==> src/rtl/core/sorted_timer_queue_macros.svh <==
// Assertion helpers for the RTL, included by sorted_timer_queue.sv.
`ifndef SORTED_TIMER_QUEUE_MACROS_SVH
`define SORTED_TIMER_QUEUE_MACROS_SVH

// Same-cycle implication, disabled during reset.
`define STQ_ASSERT_IMP(label, clk, rst_n, ante, cons, msg) \
  label: assert property (@(posedge clk) disable iff (!rst_n) (ante) |-> (cons)) \
    else $error(msg);

// Next-cycle implication, disabled during reset.
`define STQ_ASSERT_NXT(label, clk, rst_n, ante, cons, msg) \
  label: assert property (@(posedge clk) disable iff (!rst_n) (ante) |=> (cons)) \
    else $error(msg);

`endif

==> src/rtl/core/stq_pkg.sv <==
package stq_pkg;

  typedef enum logic [1:0] {
    FUNC_ADD  = 2'd0,
    FUNC_DEL  = 2'd1,
    FUNC_TICK = 2'd2,
    FUNC_NONE = 2'd3
  } func_t;

  localparam logic [1:0] KIND_ADD    = 2'd0;
  localparam logic [1:0] KIND_DEL    = 2'd1;
  localparam logic [1:0] KIND_EXPIRE = 2'd2;

  localparam logic [1:0] STAT_OK    = 2'd0;
  localparam logic [1:0] STAT_NF    = 2'd1;
  localparam logic [1:0] STAT_FULL  = 2'd2;

  localparam int MAX_RESULTS = 16;
  localparam int NW          = 5;

  typedef struct packed {
    logic [63:0] due;
    logic [31:0] period;
    logic        reload;
    logic [15:0] ident;
  } entry_t;

  localparam int ENTRY_W = $bits(entry_t);

endpackage

==> src/rtl/core/stq_ram.sv <==
module stq_ram #(
  parameter int WIDTH = 8,
  parameter int DEPTH = 16
) (
  input  logic                     clk,
  input  logic                     wr_en,
  input  logic [$clog2(DEPTH)-1:0] wr_addr,
  input  logic [WIDTH-1:0]         wr_data,
  input  logic                     rd_en,
  input  logic [$clog2(DEPTH)-1:0] rd_addr,
  output logic [WIDTH-1:0]         rd_data
);

  logic [WIDTH-1:0] mem [DEPTH];

  always_ff @(posedge clk) begin
    if (wr_en) begin
      mem[wr_addr] <= wr_data;
    end
    if (rd_en) begin
      rd_data <= mem[rd_addr];
    end
  end

endmodule

==> src/rtl/core/sorted_timer_queue.sv <==
// Operation: an add walks from the tail, reading each entry and shifting it up while it is due
// later than the new timer, then writes the new one (a full queue answers at once); a delete
// searches from slot 0, then shifts the later entries down; a tick checks the head, removes each
// expired entry by shifting, reinserts it if periodic, and flushes the last report at the end.
// Concurrency: one transaction at a time; the walks step through the entry memory in turn.
// Reset (synchronous, rst_n low): queue empty, time zero, next id one, no result pending.
module sorted_timer_queue #(
  parameter int QUEUE_DEPTH = 16
) (
  input  logic        clk,
  input  logic        rst_n,
  input  logic        in_tvalid,
  output logic        in_tready,
  input  logic [55:0] in_tdata,   // delay_ms[31:0], is_periodic[32], target_id[48:33], zero pad
  input  logic [1:0]  in_tuser,   // func
  output logic        out_tvalid,
  input  logic        out_tready,
  output logic [23:0] out_tdata,  // tmr_id[15:0], status[17:16], zero pad
  output logic [1:0]  out_tuser,  // kind
  output logic        out_tlast
);
  import stq_pkg::*;
  `include "sorted_timer_queue_macros.svh"

  localparam int AW = $clog2(QUEUE_DEPTH);
  localparam int CW = $clog2(QUEUE_DEPTH + 1);
  localparam logic [CW-1:0] DEPTH_C = CW'(QUEUE_DEPTH);

  typedef enum logic [3:0] {
    S_IDLE, S_ANS, S_TRD, S_TCHK, S_TFIN, S_RRD, S_RWR, S_IRD, S_ICHK, S_DRD, S_DCHK
  } state_t;

  state_t        state_r;
  func_t         op_r;
  logic [63:0]   now_r;
  logic [CW-1:0] count_r;
  logic [CW-1:0] ptr_r;
  logic [15:0]   next_id_r;
  logic [NW-1:0] n_r;
  entry_t        ins_r;
  logic [15:0]   target_r;
  logic          pend_v_r;
  logic [15:0]   pend_id_r;
  logic [1:0]    ans_kind_r;
  logic [15:0]   ans_id_r;
  logic [1:0]    ans_stat_r;

  logic        out_valid_r;
  logic [1:0]  out_kind_r;
  logic [15:0] out_id_r;
  logic [1:0]  out_stat_r;
  logic        out_last_r;

  // Memory port signals
  logic          rd_en, wr_en;
  logic [AW-1:0] rd_addr, wr_addr;
  entry_t        wr_data, rd_data;
  logic [ENTRY_W-1:0] rd_raw;

  logic        slot_free;
  logic        emit;
  logic        in_acc;
  logic [31:0] step;
  logic [15:0] id_inc;
  logic [CW-1:0] ptr_inc;

  func_t       in_func;
  logic [31:0] in_delay;
  logic        in_per;
  logic [15:0] in_target;

  assign in_func   = func_t'(in_tuser);
  assign in_delay  = in_tdata[31:0];
  assign in_per    = in_tdata[32];
  assign in_target = in_tdata[48:33];

  assign rd_data   = entry_t'(rd_raw);
  assign slot_free = !out_valid_r || out_tready;
  assign in_tready = (state_r == S_IDLE);
  assign in_acc    = in_tvalid && in_tready;
  assign step      = (rd_data.period == 32'd0) ? 32'd1 : rd_data.period;
  assign id_inc    = next_id_r + 16'd1;
  assign ptr_inc   = ptr_r + CW'(1);

  // a new result enters the output register this cycle
  assign emit = slot_free && ((state_r == S_ANS) ||
                ((state_r == S_TCHK) && pend_v_r && (rd_data.due <= now_r)) ||
                ((state_r == S_TFIN) && pend_v_r));

  // Drive the memory from the sequencer state
  always_comb begin
    rd_en   = 1'b0;
    rd_addr = '0;
    wr_en   = 1'b0;
    wr_addr = ptr_r[AW-1:0];
    wr_data = ins_r;
    unique case (state_r)
      S_TRD: begin
        rd_en = (count_r != '0) && (n_r != NW'(MAX_RESULTS));
      end
      S_RRD: begin
        rd_en   = ptr_inc < count_r;
        rd_addr = ptr_inc[AW-1:0];
      end
      S_RWR: begin
        wr_en   = 1'b1;
        wr_data = rd_data;
      end
      S_IRD: begin
        if (ptr_r == '0) begin
          wr_en = 1'b1;
        end else begin
          rd_en   = 1'b1;
          rd_addr = AW'(ptr_r - CW'(1));
        end
      end
      S_ICHK: begin
        wr_en = 1'b1;
        if (rd_data.due > ins_r.due) begin
          wr_data = rd_data;
        end
      end
      S_DRD: begin
        rd_en   = ptr_r < count_r;
        rd_addr = ptr_r[AW-1:0];
      end
      default: ;
    endcase
  end

  stq_ram #(.WIDTH(ENTRY_W), .DEPTH(QUEUE_DEPTH)) u_ram (
    .clk     (clk),
    .wr_en   (wr_en),
    .wr_addr (wr_addr),
    .wr_data (wr_data),
    .rd_en   (rd_en),
    .rd_addr (rd_addr),
    .rd_data (rd_raw)
  );

  // Sequencer and result register
  always_ff @(posedge clk) begin
    if (!rst_n) begin
      state_r     <= S_IDLE;
      op_r        <= FUNC_NONE;
      now_r       <= '0;
      count_r     <= '0;
      ptr_r       <= '0;
      next_id_r   <= 16'd1;
      n_r         <= '0;
      pend_v_r    <= 1'b0;
      out_valid_r <= 1'b0;
    end else begin
      // drop the result once the sink takes it, unless a new one replaces it
      if (out_tready && !emit) begin
        out_valid_r <= 1'b0;
      end
      unique case (state_r)
        S_IDLE: begin
          if (in_acc) begin
            op_r <= in_func;
            case (in_func)
              FUNC_ADD: begin
                ans_kind_r <= KIND_ADD;
                if (count_r >= DEPTH_C) begin
                  ans_id_r   <= 16'd0;
                  ans_stat_r <= STAT_FULL;
                  state_r    <= S_ANS;
                end else begin
                  ans_id_r      <= next_id_r;
                  ans_stat_r    <= STAT_OK;
                  ins_r.due     <= now_r + {32'd0, in_delay};
                  ins_r.period  <= in_delay;
                  ins_r.reload  <= in_per;
                  ins_r.ident   <= next_id_r;
                  next_id_r     <= (id_inc == 16'd0) ? 16'd1 : id_inc;
                  ptr_r         <= count_r;
                  state_r       <= S_IRD;
                end
              end
              FUNC_DEL: begin
                target_r   <= in_target;
                ans_kind_r <= KIND_DEL;
                ptr_r      <= '0;
                state_r    <= S_DRD;
              end
              FUNC_TICK: begin
                now_r    <= now_r + 64'd1;
                n_r      <= '0;
                pend_v_r <= 1'b0;
                state_r  <= S_TRD;
              end
              default: ;
            endcase
          end
        end
        S_ANS: begin
          if (slot_free) begin
            out_valid_r <= 1'b1;
            out_kind_r  <= ans_kind_r;
            out_id_r    <= ans_id_r;
            out_stat_r  <= ans_stat_r;
            out_last_r  <= 1'b1;
            state_r     <= S_IDLE;
          end
        end
        S_TRD: begin
          state_r <= ((count_r != '0) && (n_r != NW'(MAX_RESULTS))) ? S_TCHK : S_TFIN;
        end
        S_TCHK: begin
          if (rd_data.due <= now_r) begin
            if (!pend_v_r || slot_free) begin
              // emit the previous expiry, hold this one until the next is known
              if (pend_v_r) begin
                out_valid_r <= 1'b1;
                out_kind_r  <= KIND_EXPIRE;
                out_id_r    <= pend_id_r;
                out_stat_r  <= STAT_OK;
                out_last_r  <= 1'b0;
              end
              pend_v_r     <= 1'b1;
              pend_id_r    <= rd_data.ident;
              n_r          <= n_r + NW'(1);
              ins_r.due    <= now_r + {32'd0, step};
              ins_r.period <= rd_data.period;
              ins_r.reload <= rd_data.reload;
              ins_r.ident  <= rd_data.ident;
              ptr_r        <= '0;
              state_r      <= S_RRD;
            end
          end else begin
            state_r <= S_TFIN;
          end
        end
        S_TFIN: begin
          if (!pend_v_r) begin
            state_r <= S_IDLE;
          end else if (slot_free) begin
            out_valid_r <= 1'b1;
            out_kind_r  <= KIND_EXPIRE;
            out_id_r    <= pend_id_r;
            out_stat_r  <= STAT_OK;
            out_last_r  <= 1'b1;
            pend_v_r    <= 1'b0;
            state_r     <= S_IDLE;
          end
        end
        S_RRD: begin
          if (ptr_inc < count_r) begin
            state_r <= S_RWR;
          end else begin
            count_r <= count_r - CW'(1);
            if (op_r == FUNC_TICK) begin
              if (ins_r.reload) begin
                ptr_r   <= count_r - CW'(1);
                state_r <= S_IRD;
              end else begin
                state_r <= S_TRD;
              end
            end else begin
              ans_id_r   <= target_r;
              ans_stat_r <= STAT_OK;
              state_r    <= S_ANS;
            end
          end
        end
        S_RWR: begin
          ptr_r   <= ptr_inc;
          state_r <= S_RRD;
        end
        S_IRD: begin
          if (ptr_r == '0) begin
            count_r <= count_r + CW'(1);
            state_r <= (op_r == FUNC_TICK) ? S_TRD : S_ANS;
          end else begin
            state_r <= S_ICHK;
          end
        end
        S_ICHK: begin
          if (rd_data.due > ins_r.due) begin
            ptr_r   <= ptr_r - CW'(1);
            state_r <= S_IRD;
          end else begin
            count_r <= count_r + CW'(1);
            state_r <= (op_r == FUNC_TICK) ? S_TRD : S_ANS;
          end
        end
        S_DRD: begin
          if (ptr_r < count_r) begin
            state_r <= S_DCHK;
          end else begin
            ans_id_r   <= 16'd0;
            ans_stat_r <= STAT_NF;
            state_r    <= S_ANS;
          end
        end
        S_DCHK: begin
          if ((target_r != 16'd0) && (rd_data.ident == target_r)) begin
            state_r <= S_RRD;
          end else begin
            ptr_r   <= ptr_inc;
            state_r <= S_DRD;
          end
        end
        default: state_r <= S_IDLE;
      endcase
    end
  end

  assign out_tvalid = out_valid_r;
  assign out_tuser  = out_kind_r;
  assign out_tlast  = out_last_r;
  assign out_tdata  = {6'd0, out_stat_r, out_id_r};

  `STQ_ASSERT_IMP(a_count_bound, clk, rst_n, 1'b1, count_r <= DEPTH_C, "queue count overflow")
  `STQ_ASSERT_IMP(a_burst_bound, clk, rst_n, 1'b1, n_r <= NW'(MAX_RESULTS), "tick burst overrun")
  `STQ_ASSERT_NXT(a_full_hold, clk, rst_n, in_acc && (in_func == FUNC_ADD) && (count_r >= DEPTH_C),
    (count_r == $past(count_r)) && (next_id_r == $past(next_id_r)), "full add changed queue")

endmodule
==> config.mk <==
export PLATFORM = sky130hd
export DESIGN_NAME = sorted_timer_queue
export DESIGN_NICKNAME = d
export VERILOG_FILES = /design/src/rtl/core/stq_pkg.sv /design/src/rtl/core/stq_ram.sv /design/src/rtl/core/sorted_timer_queue.sv
export VERILOG_INCLUDE_DIRS = /design/src /design/src/rtl/core
export SDC_FILE = /design/constraint.sdc
export NUM_CORES = 2
export LEC_CHECK = 0
export BUFFER_PORTS_ARGS = -buffer_cell sky130_fd_sc_hd__buf_2
export CORE_ASPECT_RATIO = 1.25
export CORE_UTILIZATION = 57
export DETAILED_ROUTE_END_ITERATION = 8
export PLACE_DENSITY_LB_ADDON = 0.1
export SLEW_MARGIN = 5
export SYNTH_ARGS = -nofsm -noshare
export SYNTH_HDL_FRONTEND = slang
export SYNTH_SLANG_ARGS = --single-unit
==> constraint.sdc <==
create_clock -name clk -period 11.87 [get_ports clk]
set_input_delay 2.374 -clock clk [delete_from_list [all_inputs] [get_ports clk]]
set_output_delay 2.374 -clock clk [all_outputs]
set_load 0.05 [all_outputs]
-- Word level (Yosys, flattened, before mapping)
Memories as Yosys holds them, arrays and structs flattened. A register that Yosys moved wholly into a read port is not among the register bits.
Index checks and enable logic that the tools add are counted.
- add/sub/neg operators: 9
- $lt $le $gt $ge: 5
- eq/ne operators: 38
- mux-type cells: 111
- bitwise operators: 1
- reduce and logical (&&, ||, !) cells: 45
- operators with widths (cell ; number):
    $mux 113 ; 6
    $pmux 113 s2 ; 2
    $mux 16 ; 13
    $add 64x32->64 ; 2
    $pmux 16 s3 ; 2
    $mux 5 ; 16
    $add 64x1->64 const B ; 1
    $gt 64x64->1 ; 1
    $le 64x64->1 ; 1
    $mux 4 ; 11
    $pmux 4 s11 ; 1
    $mux 2 ; 19
    $logic_not 32->1 ; 1
    $mux 32 ; 1
    $pmux 5 s6 ; 1
    $ne 2x2->1 const B ; 14
    $pmux 4 s3 ; 2
    $mux 1 ; 21
    $pmux 5 s2 ; 2
    $reduce_and 4->1 ; 5
    $pmux 2 s3 ; 3
    $add 16x1->16 const B ; 1
    $eq 16x16->1 ; 1
    $eq 4x3->1 const B ; 4
    other kinds (42) ; 78
- register bits after elaboration: 289
- RAM bits: 1808
- word-level logic and storage cells: 232
- output and inout bits: 29
- bits of input ports: 62
- memories: 1
- memories (memory ; depth ; bits a word ; rd ports ; clocked after memory_dff ; write ports ; line ; text):
    u_ram.mem ; 16 ; 113 ; 1 ; 1 ; 1 ; stq_ram.sv:14 ; logic [WIDTH-1:0] mem [DEPTH];

-- Logic depth before layout (Yosys ltp)
- word-level depth: 13
- gate-level depth with buffers: 17
- depth with buffers taken out: 15

-- Cells and area by module
A second synthesis with hierarchy kept.
- cell total of the unflattened synthesis: 5469
- area total of the unflattened synthesis: 93474.6 um^2
- by module, submodules not included (module ; times used ; sequential area each (um^2) ; area an instance (um^2) ; cells an instance):
    stq_ram ; 1 ; 57685.3 ; 70914.3 ; 2890
    sorted_timer_queue ; 1 ; 7617.3 ; 22560.4 ; 2579

-- Worst setup path after synthesis
No wires, ideal clock.
- path type: input-to-reg
- from: input out_tready
- to: register ins_r[0] in the netlist's numbering (enable)
- setup time: 752 ps
- path buffers: 0
- required time: 11118 ps
- data arrival time: 11532 ps
- cell stages on the path: 5
- slack: -414 ps
- cells stage by stage: nor2b_1 -> and2_1 -> o31ai_1 -> nor2_1 -> a211oi_1
- longest elaborated chain between the ends: 4
- RTL lines (what ; line ; text):
    start: declaration ; sorted_timer_queue.sv:17 ; input logic out_tready,
    $logic_or 1x1->1 ; sorted_timer_queue.sv:78 ; assign slot_free = !out_valid_r || out_tready;
    $logic_or 1x1->1 ; sorted_timer_queue.sv:212 ; if (!pend_v_r || slot_free) begin
    $ne 2x1->1 (no source line) ; n/a ;
    $reduce_and 7->1 (no source line) ; n/a ;
    end: declaration ; sorted_timer_queue.sv:40 ; entry_t ins_r;
Every way passes these cells.
A chain may end at the register's enable or synchronous reset.

-- Final worst setup path
- from: register u_ram.rd_data[96], read port of u_ram.mem
- to: memory u_ram.mem[12][60] in the netlist's numbering, data pin
- longest elaborated chain between the ends: 3
- RTL lines (what ; line ; text):
    start: declaration ; stq_ram.sv:11 ; output logic [WIDTH-1:0] rd_data
    $gt 64x64->1 ; sorted_timer_queue.sv:119 ; if (rd_data.due > ins_r.due) begin
    $mux 113 ; sorted_timer_queue.sv:119 ;
    $pmux 113 s2 ; sorted_timer_queue.sv:97 ; unique case (state_r)
    via u_ram.wr_data[60] ; stq_ram.sv:8 ; input logic [WIDTH-1:0] wr_data,
    end: declaration ; stq_ram.sv:14 ;
The timed path passes the listed nets, and every way through them passes these cells.

==> key figures <==
Run status
  – Outcome: completed

Setup path
  – Startpoint Class: flip-flop
  – Crit path DAT: 7480 ps
  – CP endpoint kind: flip-flop
  – Crit path capture: u_ram.mem[12][60]
  – RR Endpoint: u_ram.mem[12][60]
  – Setup crit start: u_ram.rd_data[96]
  – R2R Setup Slk: 4930 ps
  – Crit Path Class: flip-flop to flip-flop
  – Crit-path max FO: 59
  – FF-to-FF path depth: 10
  – WP data required: 12,410 ps
  – RR Startpoint: u_ram.rd_data[96]

CTS
  – Root Driver: clkbuf_16
  – Max Root-Sink Buffers: 3
  – CTS sink cnt: 2,209
  – Post-CTS Setup Repair Bufs: 0
  – CTS resizes: 0
  – Hold_buf cts: 0
  – Number of CTS-inserted buffers: 208
  – Clk_lat worst skew: 860 ps
  – TritonCTS clock tree: done
  – Clock transition at the registers of the reported paths: 60 ps
  – H-tree depth: 4

Detailed routing
  – First drt pass iteration count: 6
  – Routed len/inst: 24.67 µm
  – Iteration-0 DRC Markers: 5,927
  – Remaining antenna violation count after routing: 0
  – Vias per inst: 6.158
  – Routed WL: 242,500 µm
  – Via Count: 60,538
  – DR DRC count: 0

Cells and area
  – Register area: 65,300 µm²
  – Nets: 7,714
  – Area of the multi-input gates: 26,580 µm²
  – Area growth syn-to-layout: 9.451%
  – Layout cells sized above 1: 8.253%
  – Fill cells: 12,255

Power and ir drop
  – Cell Pwr Density: 170.8 nW/µm²
  – VDD IR max: 0.1533 mV
  – Leakage: 0.03554 µW

STA
  – Setup violators final: 0
  – RSZ-0062 raised after global routing: no
  – Post-layout worst setup margin: 4926 ps
  – Final critical-path required period: 6944 ps
  – TNS Setup: 0 ps
  – Clk_skew: 31.36 ps
  – Final period util: 58.50%
  – Final hold viol count: 0
  – Worst-margin pin slew: 1353 ps
  – Max-slew violations: 0
  – Fmax: 144.0 MHz
  – Rel. slew slack: 9.168%

Floorplan
  – Ports: 91
  – Row Count: 166
  – Die footprint: 166,900 µm²
  – Core ar.: 163,900 µm²
  – Die Span X: 365.6 µm
  – Initial Util: 57.48%
  – Die height: 456.5 µm

Synth
  – Cells after Synth: 7,553
  – Register area share after synthesis: 69.32%
  – Synth cell types: 74
  – Ys Warns: 0
  – Post-synth top flop: edfxtp_1
  – #FFs+latches synth: 2,209
  – Syn_area_per_cell: 12.47 µm²
  – Synthesized area: 94,200 µm²
  – Ys async rst share: 0%
  – Post-synth EDFFs: 2,106

Global routing
  – Initial antenna violation count: 4
  – Vias in the first global route: 57,723
  – Global route overflow: 0
  – Largest net degree at the start of global routing: 207
  – All-Layer GR Usage: 28.99%
  – First-pass GRT wire length: 362,700 µm

Worst hold path
  – Worst Hold Class: flip-flop to flip-flop
  – WHS Path Cells: 2

Place
  – Setup slack after placement: 5060 ps
  – Buffers on Ports: 77
  – Final HPWL DP: 128,400 µm
  – Final GP Congestion: 0.9389

Run
  – Max Cap Viol: 0
[kinds of logic after synthesis]
group	count (synthesis)	share of synthesized area, %
simple gates	3193	14.85
flops	2209	69.32
compound gates	1033	7.552
buf+inv	640	2.745
fa+ha+maj	184	2.452
xor+xnor	156	1.450
mux	137	1.627
other cells	1	0.003981
[state kept, by name (all words and copies together), names as in the netlist]
signal,flops
u_ram.mem,1808
ins_r,113
u_ram.rd_data,113
now_r,64
ans_id_r,16
next_id_r,16
out_id_r,16
pend_id_r,16
target_r,16
count_r,5
n_r,5
ptr_r,5
state_r,4
ans_stat_r,2
op_r,2
out_stat_r,2
out_tuser,2
ans_kind_r,1
out_tlast,1
out_tvalid,1
pend_v_r,1
[Yosys cell counts, drive strengths merged, types with 129 or more instances]
library cell	instances	area share (%)
nand2	2138	8.5
nand3	304	1.6
clkbuf	330	1.3
edfxtp	2106	67
a31oi	237	1.6
ha	183	2.4
buf	147	0.78
and3	351	2.3
a21oi	227	1.2
a311oi	228	2.1
nor2	137	0.55
mux2	129	1.5
inv	163	0.65
[metal layers]
metal | track usage (%) | routed length, µm | part of all wire, % | up-vias
li1 | - | - | - | 27631
met1 | 39.43 | 99050 | 41 | 30252
met2 | 47.90 | 119100 | 49 | 2241
met3 | 3.448 | 15290 | 6.3 | 412
met4 | 10.97 | 9102 | 3.8 | 2
met5 | 0 | 13 | 0.0054 | -
[cell type report]
class	instances	area share (%)
Antenna cell	1	0.002427
Clock buffer	275	5.443
Clock inverter	113	0.8737
Inverter	163	0.5934
Multi-Input combinational cell	4709	25.78
Sequential cell	2209	63.34
Tap cell	2184	2.650
Timing Repair Buffer	177	1.320
[power breakdown]
group	switching [µW]	internal [µW]	leakage, µW
logic	1440	632	0.0126
clock network	2860	3540	0.00317
registers	151	8990	0.0198
total	4450	13200	0.0355
[stage by stage]
step	cell area (µm²)	hold slack, ps	power, µW	std cells	util, %
finish	103100	501.8	17610	9831	62.92
global placement	96590	460.7	11310	9442	58.94
CTS	103100	497.2	17680	9830	62.92
floorplan	94230	446.8	10680	7558	-
global route	103100	513.9	18190	9831	62.92
detailed placement	96590	481.6	11350	9442	58.94
[critical path: stages, from the launching register on]
cell and delay (ps):
edfxtp_1 440, ha_1 350, nand4_1 250, nor4_1 580, nand4_1 320, a311oi_1 1140, o21ai_0 370, a21oi_4 800
buf_4 960, buf_4 720, mux2_2 560
[worst min path at each step]
stage,start,endpoint,slack (ps)
finish,op_r[0],op_r[0],500
global route,op_r[0],op_r[0],510
CTS,op_r[1],op_r[1],500
detailed placement,op_r[1],op_r[1],480
global placement,op_r[1],op_r[1],460
floorplan,op_r[1],op_r[1],450
[placed cells by master, fill, tap and decap left out, types with 18 or more instances in the layout]
cell type,n
nand2_1,2136
edfxtp_1,2106
and3_1,351
nand3_1,304
a31oi_1,237
a311oi_1,227
a21oi_1,225
clkbuf_16,212
ha_1,183
inv_1,162
mux2_2,129
xnor2_1,128
a211oi_1,127
nor2_1,124
dfxtp_1,103
buf_4,82
buf_2,77
nand4_1,75
o21ai_0,63
clkbuf_1,56
clkinv_1,51
nor3_1,41
clkinv_2,34
nor4_1,33
xor2_1,28
a21o_1,27
o211ai_1,19
buf_12,18
Note: power is estimated with default switching activity, not from simulation.
